$ cat src/design/eust_pkg.sv
// shared types, constants and weekday helper for the eu summer time detector
`timescale 1ns / 1ps
`default_nettype none

package eust_pkg;

    localparam int YEAR_W   = 7;
    localparam int MONTH_W  = 4;
    localparam int DAY_W    = 5;
    localparam int HOUR_W   = 5;
    localparam int MINUTE_W = 6;
    localparam int SECOND_W = 6;

    localparam logic [MONTH_W-1:0]  MONTH_MAR  = 4'd3;
    localparam logic [MONTH_W-1:0]  MONTH_OCT  = 4'd10;
    localparam logic [HOUR_W-1:0]   HOUR_START = 5'd1;
    localparam logic [HOUR_W-1:0]   HOUR_END   = 5'd2;
    localparam logic [MINUTE_W-1:0] MINUTE_MAX = 6'd59;
    localparam logic [SECOND_W-1:0] SECOND_MAX = 6'd59;

    // weekday of 25 march 2000, 0 is monday
    localparam logic [2:0] WD_MAR_BASE  = 3'd5;
    // 25 march to 25 october is 214 days, 4 mod 7
    localparam logic [2:0] WD_OCT_SHIFT = 3'd4;
    // first year since 2000 whose leap rule skips (2100)
    localparam logic [YEAR_W-1:0] YEAR_CENTURY = 7'd100;
    // day 25 plus days to sunday gives 31 minus weekday
    localparam logic [DAY_W-1:0] DAY_LAST = 5'd31;

    // field order gives tuple order when compared as a vector
    typedef struct packed {
        logic [MONTH_W-1:0]  month;
        logic [DAY_W-1:0]    day;
        logic [HOUR_W-1:0]   hour;
        logic [MINUTE_W-1:0] minute;
        logic [SECOND_W-1:0] second;
    } t_moment;

    // x mod 7 by folding octal digits, since 8 is 1 mod 7
    function automatic logic [2:0] mod7(input logic [7:0] x);
        logic [4:0] s;
        logic [3:0] t;
        logic [3:0] r;
        s = 5'({3'b000, x[7:6]}) + 5'({2'b00, x[5:3]}) + 5'({2'b00, x[2:0]});
        t = 4'({2'b00, s[4:3]}) + 4'({1'b0, s[2:0]});
        r = (t >= 4'd7) ? (t - 4'd7) : t;
        return r[2:0];
    endfunction

endpackage

`default_nettype wire

$ cat src/design/eust_judge.sv
// combinational judge: last sundays of march and october, and the window compare
`timescale 1ns / 1ps
`default_nettype none

module eust_judge (
    input  wire eust_pkg::t_moment         i_now,
    input  wire [eust_pkg::YEAR_W-1:0]     i_year,
    output logic                           o_summer_time
);

    logic [4:0]                    leap_cnt;
    logic [7:0]                    wd_sum;
    logic [2:0]                    wd_mar;
    logic [2:0]                    wd_oct;
    logic [eust_pkg::DAY_W-1:0]    sun_mar;
    logic [eust_pkg::DAY_W-1:0]    sun_oct;
    eust_pkg::t_moment             start_mom;
    eust_pkg::t_moment             end_mom;

    always_comb begin
        // feb 29 days passed since 25 march 2000
        leap_cnt = i_year[6:2] - 5'((i_year >= eust_pkg::YEAR_CENTURY) ? 1 : 0);
        wd_sum   = 8'({5'b0, eust_pkg::WD_MAR_BASE}) + 8'({1'b0, i_year})
                   + 8'({3'b000, leap_cnt});
        wd_mar   = eust_pkg::mod7(wd_sum);
        wd_oct   = eust_pkg::mod7(8'({5'b0, wd_mar}) + 8'({5'b0, eust_pkg::WD_OCT_SHIFT}));
        sun_mar  = eust_pkg::DAY_LAST - 5'({2'b00, wd_mar});
        sun_oct  = eust_pkg::DAY_LAST - 5'({2'b00, wd_oct});

        start_mom.month  = eust_pkg::MONTH_MAR;
        start_mom.day    = sun_mar;
        start_mom.hour   = eust_pkg::HOUR_START;
        start_mom.minute = eust_pkg::MINUTE_MAX;
        start_mom.second = eust_pkg::SECOND_MAX;

        end_mom.month    = eust_pkg::MONTH_OCT;
        end_mom.day      = sun_oct;
        end_mom.hour     = eust_pkg::HOUR_END;
        end_mom.minute   = eust_pkg::MINUTE_MAX;
        end_mom.second   = eust_pkg::SECOND_MAX;

        o_summer_time = (i_now > start_mom) && (i_now <= end_mom);
    end

endmodule

`default_nettype wire

$ cat src/design/eu_summer_time_detector.sv
// top level: input register, summer time judge and result register
`timescale 1ns / 1ps
`default_nettype none

// Tells whether European summer time is in force for one date and time (year
// counted from 2000, month, day, hour, minute, second). Summer time runs from
// after 01:59:59 on the last Sunday of March up to and including 02:59:59 on
// the last Sunday of October. Fields are used as raw bits with no calendar
// checks. One beat is accepted every cycle unless the input is back-pressured;
// the result is presented from the result register, with a single judge stage
// of combinational logic between the input register and it. A stall on the
// output holds the result register and, once both registers are full,
// back-pressures the input.
module eu_summer_time_detector (
    input  wire                            i_clk,
    input  wire                            i_rst_n,
    input  wire                            i_in_valid,
    output logic                           o_in_stall,
    input  wire [eust_pkg::YEAR_W-1:0]     i_year,
    input  wire [eust_pkg::MONTH_W-1:0]    i_month,
    input  wire [eust_pkg::DAY_W-1:0]      i_day,
    input  wire [eust_pkg::HOUR_W-1:0]     i_hour,
    input  wire [eust_pkg::MINUTE_W-1:0]   i_minute,
    input  wire [eust_pkg::SECOND_W-1:0]   i_second,
    output logic                           o_out_valid,
    input  wire                            i_out_stall,
    output logic                           o_summer_time
);

    logic                          r_in_valid;
    eust_pkg::t_moment             r_now;
    logic [eust_pkg::YEAR_W-1:0]   r_year;
    logic                          r_out_valid;
    logic                          r_summer_time;
    logic                          n_summer_time;
    logic                          out_en;
    logic                          in_en;

    assign out_en = !r_out_valid || !i_out_stall;
    assign in_en  = !r_in_valid || out_en;

    assign o_in_stall    = !in_en;
    assign o_out_valid   = r_out_valid;
    assign o_summer_time = r_summer_time;

    eust_judge u_judge (
        .i_now         (r_now),
        .i_year        (r_year),
        .o_summer_time (n_summer_time)
    );

    // control
    always_ff @(posedge i_clk) begin
        if (!i_rst_n) begin
            r_in_valid  <= 1'b0;
            r_out_valid <= 1'b0;
        end else begin
            if (in_en) begin
                r_in_valid <= i_in_valid;
            end
            if (out_en) begin
                r_out_valid <= r_in_valid;
            end
        end
    end

    // payload
    always_ff @(posedge i_clk) begin
        if (in_en && i_in_valid) begin
            r_year       <= i_year;
            r_now.month  <= i_month;
            r_now.day    <= i_day;
            r_now.hour   <= i_hour;
            r_now.minute <= i_minute;
            r_now.second <= i_second;
        end
        if (out_en && r_in_valid) begin
            r_summer_time <= n_summer_time;
        end
    end

`ifndef SYNTHESIS
    a_reset_clears_out : assert property (@(posedge i_clk)
        !i_rst_n |=> !o_out_valid)
        else $error("output valid set right after reset");

    a_beat_moves_on : assert property (@(posedge i_clk) disable iff (!i_rst_n)
        (r_in_valid && out_en) |=> r_out_valid)
        else $error("input register beat lost");

    a_full_backpressure : assert property (@(posedge i_clk) disable iff (!i_rst_n)
        (r_in_valid && r_out_valid && i_out_stall) |-> o_in_stall)
        else $error("input taken while both registers are full");

    a_accept_loads : assert property (@(posedge i_clk) disable iff (!i_rst_n)
        (i_in_valid && !o_in_stall) |=> r_in_valid)
        else $error("accepted beat not held in input register");

    a_winter_months : assert property (@(posedge i_clk) disable iff (!i_rst_n)
        (r_in_valid && (r_now.month < eust_pkg::MONTH_MAR
            || r_now.month > eust_pkg::MONTH_OCT)) |-> !n_summer_time)
        else $error("summer time flagged outside march to october");
`endif

endmodule

`default_nettype wire
$ cat config.mk
export PLATFORM = sky130hd
export DESIGN_NAME = eu_summer_time_detector
export DESIGN_NICKNAME = d
export VERILOG_FILES = /design/src/design/eust_pkg.sv /design/src/design/eust_judge.sv /design/src/design/eu_summer_time_detector.sv
export SDC_FILE = /design/constraint.sdc
export NUM_CORES = 1
export LEC_CHECK = 0
export BUFFER_PORTS_ARGS = -buffer_cell sky130_fd_sc_hd__buf_2
export CAP_MARGIN = 20
export CORE_MARGIN = 2
export CORE_UTILIZATION = 28
export CTS_CLUSTER_SIZE = 40
export DETAILED_ROUTE_END_ITERATION = 8
export GPL_TIMING_DRIVEN = 0
export SLEW_MARGIN = 15
export SYNTH_ARGS = -nofsm -noshare
export SYNTH_HDL_FRONTEND = slang
export SYNTH_SLANG_ARGS = --single-unit
$ cat constraint.sdc
create_clock -name i_clk -period 10.1 [get_ports i_clk]
set_input_delay 1.01 -clock i_clk [delete_from_list [all_inputs] [get_ports i_clk]]
set_output_delay 1.01 -clock i_clk [all_outputs]
set_load 0.01 [all_outputs]
==> results of run 1 <==
-- metal layers --
metal	share of wire, %	routed length (um)	vias up	global-route usage, %
met5	0	0	-	0
met4	1.8	68	0	3.26
met3	3.3	126	8	1.92
met2	47	1760	29	13.5
met1	48	1820	710	12.8
li1	-	-	825	-
-- per-stage QoR --
step | area, sq um | setup WS, ns
after floorplan | 2310 | 1.78
after global placement | 2640 | 1.14
after detailed placement | 2680 | 1.04
after CTS | 2760 | 0.986
after global routing | 2760 | 0.248
final | 2760 | 1.04
-- cell usage after synthesis --
| master | n | area [sq um] |
|---|---|---|
| and3_1 | 2 | 12.5 |
| a211o_1 | 1 | 8.76 |
| inv_1 | 21 | 78.8 |
| and2_1 | 3 | 18.8 |
| nor2_1 | 10 | 37.5 |
| nand2_1 | 10 | 37.5 |
| xor2_1 | 2 | 17.5 |
| o21bai_1 | 2 | 15.0 |
| o21ai_0 | 5 | 25.0 |
| nor4b_1 | 2 | 17.5 |
| dfxtp_1 | 2 | 40.0 |
| nand3b_1 | 1 | 7.51 |
| a21boi_0 | 1 | 7.51 |
| a31oi_1 | 1 | 6.26 |
| or3_1 | 1 | 6.26 |
| or4_1 | 1 | 7.51 |
| nand2b_1 | 1 | 6.26 |
| nor4_1 | 4 | 25.0 |
| nand3_1 | 3 | 15.0 |
| nand4_1 | 3 | 18.8 |
| nor2b_1 | 4 | 25.0 |
| a21o_2 | 1 | 8.76 |
| xnor2_1 | 10 | 87.6 |
| and4_1 | 1 | 8.76 |
| xor2_2 | 1 | 16.3 |
| o21a_1 | 2 | 15.0 |
| mux2_4 | 1 | 15.0 |
| a21oi_1 | 14 | 70.1 |
| a2111o_1 | 1 | 11.3 |
| nor3_1 | 4 | 20.0 |
| fa_1 | 4 | 80.1 |
| o22a_1 | 1 | 8.76 |
| a2111oi_0 | 1 | 8.76 |
| edfxtp_1 | 34 | 1020 |
| o211ai_1 | 1 | 7.51 |
| o221ai_1 | 1 | 8.76 |
| xnor2_2 | 2 | 32.5 |
| o21bai_2 | 1 | 11.3 |
| ha_1 | 31 | 388 |
| a21o_1 | 4 | 30.0 |
| nor3b_1 | 4 | 30.0 |
-- final cells by class --
class / count / share of cell area [%]
Inverter: 21 / 2.86
Multi-Input combinational cell: 142 / 42.9
Clock inverter: 1 / 0.136
Tap cell: 105 / 4.77
Timing Repair Buffer: 40 / 8.08
Sequential cell: 36 / 38.5
Clock buffer: 7 / 2.77
-- flip-flops by register name, summed over array words and instances, names as in the netlist --
| name | count |
|---|---|
| o_out_valid | 1 |
| o_summer_time | 1 |
| r_in_valid | 1 |
| r_now | 26 |
| r_year | 7 |
-- cell usage in the layout, fill, tap and decap left out, types with 3 or more instances in the layout --
cell      Yosys  routed
a21o_1        4       4
a21oi_1      14      14
and2_1        3       3
buf_2         0      39
clkbuf_8      0       5
edfxtp_1     34      34
fa_1          4       4
ha_1         31      31
inv_1        21      21
nand2_1      10      10
nand3_1       3       3
nand4_1       3       3
nor2_1       10      10
nor2b_1       4       3
nor3_1        4       4
nor3b_1       4       4
nor4_1        4       4
o21ai_0       5       5
xnor2_1      10      10
-- critical path: cells and delay by family (launching register included) --
| family | cells | cell delay (ns) |
|---|---|---|
| muxes | 1 | 0.32 |
| adders and majority gates | 15 | 4.15 |
| buffers and inverters | 6 | 0.35 |
| DFF | 1 | 0.46 |
| xor gates and xnor gates | 4 | 0.54 |
| AOI/OAI and AO/OA | 8 | 1.26 |
| and+or+nand+nor | 10 | 1.79 |
-- final timing paths --
path                                              start                       end  cells after the start
worst min register to register  r_in_valid$_SDFFE_PN0N_  o_out_valid$_SDFFE_PN0P_                      2
worst max-delay path                r_year[4]$_DFFE_PP_   o_summer_time$_DFFE_PP_                     44
worst max register to register      r_year[4]$_DFFE_PP_   o_summer_time$_DFFE_PP_                     44
worst min-delay path            r_in_valid$_SDFFE_PN0N_  o_out_valid$_SDFFE_PN0P_                      2
-- kinds of logic after synthesis --
kind of cell    synth area share [%]
xor+xnor                        6.65
compound gates                  10.5
mux                            0.649
flops                           45.9
buf+inv                         3.41
fa+ha+maj                       20.2
simple gates                    12.7
==> impl_summary.log, run 1 <==
[metrics] result of the run: completed
[metrics] final period demand of the worst path: slightly above 9 ns
[metrics] DR DRC count: 0
[metrics] number of standard cells in the layout, taps in and fillers out: ~350
[metrics] count of clock tree sinks: 36
[metrics] drt initial violations: 71
[metrics] highest attainable clock frequency: 110 MHz
[metrics] GR Util All Layers: 9.03%
[metrics] cell with the largest stage delay on the worst path: fa_1
[metrics] area grow syn2layout: 19.1%
[metrics] wire length reported by the detailed router: between 3 and 4 mm
[metrics] overall die width: 94.9 um
[metrics] number of global-route vias before repair: 1516
[metrics] Critical Path Start Type: flip-flop
[metrics] count of inserted antenna diode cells: 0
[metrics] area of the core: 8090 sq um
[metrics] final global-route overflow total: 0
[metrics] per-cell routed wire length: between 10 and 15 um
[metrics] area of the die: 9010 sq um
[metrics] I/O pin cnt: 40
[metrics] maximum clock path buffer count: 2
[metrics] total iterations of the first detailed-routing run: 4
[metrics] TritonCTS clock tree: built
[metrics] setup repair after global routing missed its margin: no
[metrics] post-synth design cell area: ~2300 sq um
[metrics] area taken by flip-flops and latches: roughly 1100 sq um
[metrics] Avg Vias per Cell: 4.47
[metrics] required time reported for the critical path endpoint: a little over 10 ns
[metrics] delay contributed by the slowest stage of the critical path: around 0.53 ns
[metrics] via count of the routed design: 1572
[metrics] area occupied by multi-input gates: roughly 1200 sq um
[metrics] NumNets Final: between 300 and 400
[metrics] Max transition margin: about 70%
[metrics] clock buffers created by TritonCTS: 5
[metrics] final HPWL from detailed placement: approximately 3.1 mm
[metrics] actual slew at the worst max-slew pin: between 0.4 and 0.5 ns
[metrics] final number of setup-violating endpoints: 0
[metrics] utilization of the core after routing: around a third
[metrics] Max Cap Violations: 0
[metrics] final setup skew: 0.00371 ns
[metrics] critical setup path kind: flip-flop to flip-flop
[metrics] final hold violations: 0
[metrics] number of placed instances with taps included: ~340
[metrics] worst endpoint data arrival time: just over 9 ns
[metrics] number of fill cells: 851
[metrics] cts-stage hold buffer count: 0
[metrics] max-slew violations: 0
[metrics] Site Rows: 33
[metrics] CP Capture Type: flip-flop
[metrics] Worst-path clk slew: 0.06 ns
[metrics] residual antenna-violating net count after detailed routing: 0
[metrics] largest net degree at the start of global routing: 20
[metrics] Post-CTS Setup Bufs: 0
[metrics] H-tree depth: 2
[metrics] first-pass GRT wire length: ~6.5 mm
[metrics] post-cts resize count: 0
[metrics] worst slack on hold paths: around 0.5 ns
[metrics] GP Congestion: between 0.7 and 0.8
[metrics] clock root buffer: clkbuf_8
[metrics] cells after synthesis: just under 200
[metrics] net count after synthesis: ~270
[metrics] synthesized area per cell: roughly 12 sq um
[metrics] share of post-route cells with drive strength above 1: around a fifth
[metrics] latest clock arrival within the worst-skew pair: 0.28 ns
[metrics] share of the yosys chip area belonging to registers: between 40 and 50%
[metrics] DIE HEIGHT: ~95 um
[metrics] distinct cell type count of the synthesized netlist: 41
[metrics] number of warnings issued by yosys: 0
[metrics] cell seen most often among critical-path stages: ha_1
[metrics] initial core utilization: between 20% and 30%
[metrics] initial antenna violation count: 0
[metrics] kind of path behind the tightest hold check: flip-flop to flip-flop
[metrics] flop-to-flop setup slack: about 1.0 ns
[metrics] Total Neg Setup Slack: 0 ns
[metrics] maximum fanout count along the critical path: 7
[metrics] post-route fraction of the period consumed by the critical path: between 80% and 90%
[metrics] IO Port Bufs: 39
[metrics] synthesized flop and latch total: 36
Power of run 1 is left out: the tool's default activity adds up to more than one toggle a clock period on the data nets, which glitch-free logic cannot reach.
==> run 2: changes to the inputs <==
PLACE_DENSITY_LB_ADDON = 0.05   (was not set)
==> run 2 against run 1 <==
Against the previous run:
- critical path depth is the same
- utilization grew 0.34 points
- clock skew shrank 0.0021 ns
- sequential cell count is the same
- via count shrank 0.45%
- maximum frequency shrank 0.33%
- worst setup slack lost 0.030 ns
==> impl_summary.log, run 2 (synthesis results as in run 1) <==
[metrics] result of the run: completed
[metrics] Max transition margin: between 60% and 70%
[metrics] post-cts resize count: 0
[metrics] worst endpoint data arrival time: approximately 9.2 ns
[metrics] count of inserted antenna diode cells: 0
[metrics] residual antenna-violating net count after detailed routing: 0
[metrics] GP Congestion: around 0.74
[metrics] Worst Setup Slack post-DPL: 0.986 ns
[metrics] NumNets Final: about 320
[metrics] leading registers by flop count: r_now (26), r_year (7)
[metrics] per-cell routed wire length: ~11 um
[metrics] final number of setup-violating endpoints: 0
[metrics] final worst slack: 1.01 ns
[metrics] Avg Vias per Cell: between 4 and 5
[metrics] clock buffers created by TritonCTS: 5
[metrics] maximum fanout count along the critical path: 7
[metrics] Site Rows: 33
[metrics] setup repair after global routing missed its margin: no
[metrics] kind of path behind the tightest hold check: flip-flop to flip-flop
[metrics] total iterations of the first detailed-routing run: 4
[metrics] TritonCTS clock tree: built
[metrics] required time reported for the critical path endpoint: slightly above 10 ns
[metrics] highest attainable clock frequency: about 110 MHz
[metrics] DIE HEIGHT: about 95 um
[metrics] Total Neg Setup Slack: 0 ns
[metrics] cell seen most often among critical-path stages: ha_1
[metrics] share of post-route cells with drive strength above 1: a little over a fifth
[metrics] final global-route overflow total: 0
[metrics] placement-stage cell area: around 2700 sq um
[metrics] most frequent cells in the layout: buf_2 (39), edfxtp_1 (34), ha_1 (31), inv_1 (21), a21oi_1 (14)
[metrics] largest net degree at the start of global routing: 19
[metrics] number of fill cells: approximately 850
[metrics] drt initial violations: 29
[metrics] H-tree depth: 2
[metrics] final setup skew: between 0.0015 and 0.002 ns
[metrics] cell with the largest stage delay on the worst path: fa_1
[metrics] max-slew violations: 0
[metrics] leading cell type in the layout, fill and taps excluded: buf_2
[metrics] area occupied by multi-input gates: approximately 1200 sq um
[metrics] actual slew at the worst max-slew pin: about 0.56 ns
[metrics] largest register by flop count: r_now
[metrics] initial antenna violation count: 0
[metrics] Worst-path clk slew: approximately 0.070 ns
[metrics] wire length reported by the detailed router: 3.95 mm
[metrics] final period demand of the worst path: between 9 and 10 ns
[metrics] critical setup path kind: flip-flop to flip-flop
[metrics] final std cell area, no fill: ~2800 sq um
[metrics] count of clock tree sinks: 36
[metrics] first-pass GRT wire length: between 6 and 7 mm
[metrics] r2r worst-path depth: 44
[metrics] latest clock arrival within the worst-skew pair: about 0.28 ns
[metrics] maximum clock path buffer count: 2
[metrics] GR Util All Layers: about a tenth
[metrics] number of flip-flops under the largest register name: 26
[metrics] CP Capture Type: flip-flop
[metrics] number of global-route vias before repair: between 1500 and 2000
[metrics] area taken by flip-flops and latches: between 1000 and 1500 sq um
[metrics] area grow syn2layout: 20.3%
[metrics] IO Port Bufs: 39
[metrics] Post-CTS Setup Bufs: 0
[metrics] initial core utilization: 28.6%
[metrics] final HPWL from detailed placement: between 3 and 4 mm
[metrics] cts-stage hold buffer count: 0
[metrics] via count of the routed design: approximately 1600
[metrics] area of the die: about 9000 sq um
[metrics] Critical Path Start Type: flip-flop
[metrics] clock root buffer: clkbuf_8
[metrics] Max Cap Violations: 0
[metrics] delay contributed by the slowest stage of the critical path: approximately 0.53 ns
[metrics] DR DRC count: 0
[metrics] I/O pin cnt: 40
[metrics] area of the core: between 8000 and 9000 sq um
[metrics] overall die width: 94.9 um
[metrics] post-route fraction of the period consumed by the critical path: between 90% and 100%
[metrics] cell count of the worst hold path: 2
[metrics] final hold violations: 0
[metrics] utilization of the core after routing: 34.4%
[run 2: layout make-up]
cell class              instances  area share (%)
flip-flops and latches         36            38.1
repair buffers                 40            8.00
inverters                      21            2.83
well taps                     105            4.72
clock buffers                   6            2.61
multi-input cells             142            42.4
clock inverters                 2            1.26
[run 2: worst max-delay path: cells and delay by family, from the launching register on]
kind / cells / cell delay [ns]
muxes: 1 / 0.33
DFF: 1 / 0.45
adders and majority gates: 15 / 4.17
buffers and inverters: 6 / 0.34
and+or+nand+nor: 10 / 1.76
xor gates and xnor gates: 4 / 0.55
AOI/OAI and AO/OA: 8 / 1.29
[run 2: path summary, 6_finish.rpt]
path / start / to / slack, ns
setup / recovery: r_year[4]$_DFFE_PP_ / o_summer_time$_DFFE_PP_ / 1.01
setup reg to reg: r_year[4]$_DFFE_PP_ / o_summer_time$_DFFE_PP_ / 1.01
hold / removal: r_in_valid$_SDFFE_PN0N_ / o_out_valid$_SDFFE_PN0P_ / 0.51
hold reg to reg: r_in_valid$_SDFFE_PN0N_ / o_out_valid$_SDFFE_PN0P_ / 0.51
[run 2: per-layer routing]
layer	GRT usage (%)	vias to the layer above	share of wire [%]
met5	0	-	0
met4	4.35	0	0.68
met3	2.31	2	3.8
met2	15.4	26	47
met1	12.4	711	49
li1	-	826	-
[run 2: metrics by stage]
step           std cells  hold WS (ns)
2_1_floorplan        199         0.466
3_3_place_gp         343         0.502
3_5_place_dp         344         0.511
4_1_cts              352         0.514
5_1_grt              352         0.540
6_report             352         0.507
Power of run 2 is left out for the same reason.
==> run 3: changes to the inputs <==
--- a/config.mk
+++ b/config.mk
@@ -10,6 +10,8 @@
 export CORE_MARGIN = 2
 export CORE_UTILIZATION = 28
+export CTS_BUF_LIST = sky130_fd_sc_hd__clkbuf_16
 export CTS_CLUSTER_SIZE = 40
 export DETAILED_ROUTE_END_ITERATION = 8
+export GPL_ROUTABILITY_DRIVEN = 0
 export GPL_TIMING_DRIVEN = 0
 export PLACE_DENSITY_LB_ADDON = 0.05
==> constraint.sdc (replaced) <==
create_clock -name i_clk -period 10.1 [get_ports i_clk]
set_input_delay 0.505 -clock i_clk [delete_from_list [all_inputs] [get_ports i_clk]]
set_output_delay 0.505 -clock i_clk [all_outputs]
set_load 0.01 [all_outputs]
==> run 3 against run 2 <==
Against the previous run:
- die area unchanged
- global-route usage is 0.10 points lower
- utilization up 0.70 points
- cell count is the same
- critical path type unchanged
==> impl_summary.log, run 3 (synthesis results as in run 1) <==
[metrics] result of the run: completed
[metrics] max-slew violations: 0
[metrics] final std cell area, no fill: approximately 2800 sq um
[metrics] number of global-route vias before repair: about 1500
[metrics] cts-stage hold buffer count: 0
[metrics] area of the core: 8090 sq um
[metrics] Worst Setup Slack post-DPL: just under 1 ns
[metrics] leading registers by flop count: r_now (26), r_year (7)
[metrics] largest register by flop count: r_now
[metrics] kind of path behind the tightest hold check: input port to flip-flop
[metrics] cell seen most often among critical-path stages: ha_1
[metrics] TritonCTS clock tree: built
[metrics] delay contributed by the slowest stage of the critical path: between 0.5 and 0.6 ns
[metrics] placement-stage cell area: 2680 sq um
[metrics] final number of setup-violating endpoints: 0
[metrics] flop-to-flop setup slack: 1.01 ns
[metrics] worst reg2reg startpoint: r_year[4]$_DFFE_PP_
[metrics] number of placed instances with taps included: 344
[metrics] Critical Path Start Type: flip-flop
[metrics] IO Port Bufs: 39
[metrics] highest attainable clock frequency: ~110 MHz
[metrics] Post-CTS Setup Bufs: 0
[metrics] final hold violations: 0
[metrics] DR DRC count: 0
[metrics] largest net degree at the start of global routing: 19
[metrics] via count of the routed design: between 1500 and 2000
[metrics] post-cts resize count: 0
[metrics] H-tree depth: 2
[metrics] per-cell routed wire length: roughly 11 um
[metrics] actual slew at the worst max-slew pin: 0.565 ns
[metrics] clock buffers created by TritonCTS: 5
[metrics] maximum fanout count along the critical path: 7
[metrics] final global-route overflow total: 0
[metrics] number of flip-flops under the largest register name: 26
[metrics] share of post-route cells with drive strength above 1: 21.9%
[metrics] residual antenna-violating net count after detailed routing: 0
[metrics] area of the die: about 9000 sq um
[metrics] final HPWL from detailed placement: between 3 and 4 mm
[metrics] DIE HEIGHT: about 95 um
[metrics] number of fill cells: around 850
[metrics] Avg Vias per Cell: between 4 and 5
[metrics] overall die width: between 90 and 100 um
[metrics] total iterations of the first detailed-routing run: 4
[metrics] Worst-path clk slew: 0.05 ns
[metrics] combined buffer and inverter count along the critical path: 6
[metrics] Max Cap Violations: 0
[metrics] r2r worst-path depth: 44
[metrics] Max transition margin: between 60% and 70%
[metrics] cell count of the worst hold path: 1
[metrics] wire length reported by the detailed router: between 3 and 4 mm
[metrics] final setup skew: 0.00122 ns
[metrics] kind of cell adding the most delay to the critical path: adder cells
[metrics] setup repair after global routing missed its margin: no
[metrics] worst hold endpoint: r_now[12]$_DFFE_PP_
[metrics] leading cell type in the layout, fill and taps excluded: buf_2
[metrics] Total Neg Setup Slack: 0 ns
[metrics] post-route fraction of the period consumed by the critical path: around 90%
[metrics] latest clock arrival within the worst-skew pair: between 0.2 and 0.3 ns
[metrics] required time reported for the critical path endpoint: approximately 10 ns
[metrics] drt initial violations: 23
[metrics] NumNets Final: about 320
[metrics] initial antenna violation count: 0
[metrics] CP Capture Type: flip-flop
[metrics] count of inserted antenna diode cells: 0
[metrics] number of standard cells in the layout, taps in and fillers out: between 300 and 400
[metrics] maximum clock path buffer count: 2
[metrics] initial core utilization: 28.6%
[metrics] I/O pin cnt: 40
[metrics] clock root buffer: clkbuf_16
[metrics] most frequent cells in the layout: buf_2 (39), edfxtp_1 (34), ha_1 (31), inv_1 (22), a21oi_1 (14)
[metrics] cell with the largest stage delay on the worst path: fa_1
[metrics] crit path from: r_year[4]$_DFFE_PP_
[metrics] count of clock tree sinks: 36
[metrics] final period demand of the worst path: between 9 and 10 ns
[metrics] Site Rows: 33
[metrics] worst endpoint data arrival time: between 9 and 10 ns
[metrics] area grow syn2layout: 22.7%
[metrics] final worst slack: approximately 1.0 ns
[metrics] first-pass GRT wire length: a little under 7 mm
[metrics] GR Util All Layers: roughly a tenth
[metrics] reg-to-reg endpoint: o_summer_time$_DFFE_PP_
[metrics] critical setup path kind: flip-flop to flip-flop
[metrics] worst min-delay path startpoint: i_hour[0]
==> run 3: changes by cell type in the layout (fill, tap and decap cells not counted) <==
cell       previous run  this run
clkbuf_1              1         0
clkbuf_16             0         5
clkbuf_8              5         0
inv_1                21        22
==> run 3: final cells by class <==
type / count / area, sq um / area share [%]
timing repair buffer: 40 / 223 / 7.84
clock buffer: 5 / 125 / 4.41
multi-input combinational: 142 / 1180 / 41.6
tap: 105 / 131 / 4.63
sequential: 36 / 1060 / 37.4
inverter: 21 / 78.8 / 2.78
clock inverter: 3 / 38.8 / 1.37
==> run 3: per-layer routing <==
metal	track usage (%)	vias to the layer above	wire, um
met4	3.62	0	47
met5	0	-	0
met1	12.5	711	1920
met3	2.08	4	182
li1	-	825	-
met2	15.4	35	1810
==> run 3: through the flow <==
stage | hold WS [ns] | utilization, %
after floorplan | 0.466 | -
after global placement | 0.502 | 32.6
after detailed placement | 0.511 | 33.1
after CTS | 0.394 | 35.1
after global routing | 0.395 | 35.1
final | 0.403 | 35.1
==> run 3: worst max path at each step <==
stage | to | depth (start not counted) | slack (ns)
floorplan | o_summer_time$_DFFE_PP_ | 44 | 1.78
global placement | o_summer_time$_DFFE_PP_ | 44 | 0.88
detailed placement | o_summer_time$_DFFE_PP_ | 44 | 0.99
CTS | o_summer_time$_DFFE_PP_ | 44 | 0.90
global route | o_summer_time$_DFFE_PP_ | 44 | 0.25
finish | o_summer_time$_DFFE_PP_ | 44 | 1.01
Power of run 3 is left out for the same reason.
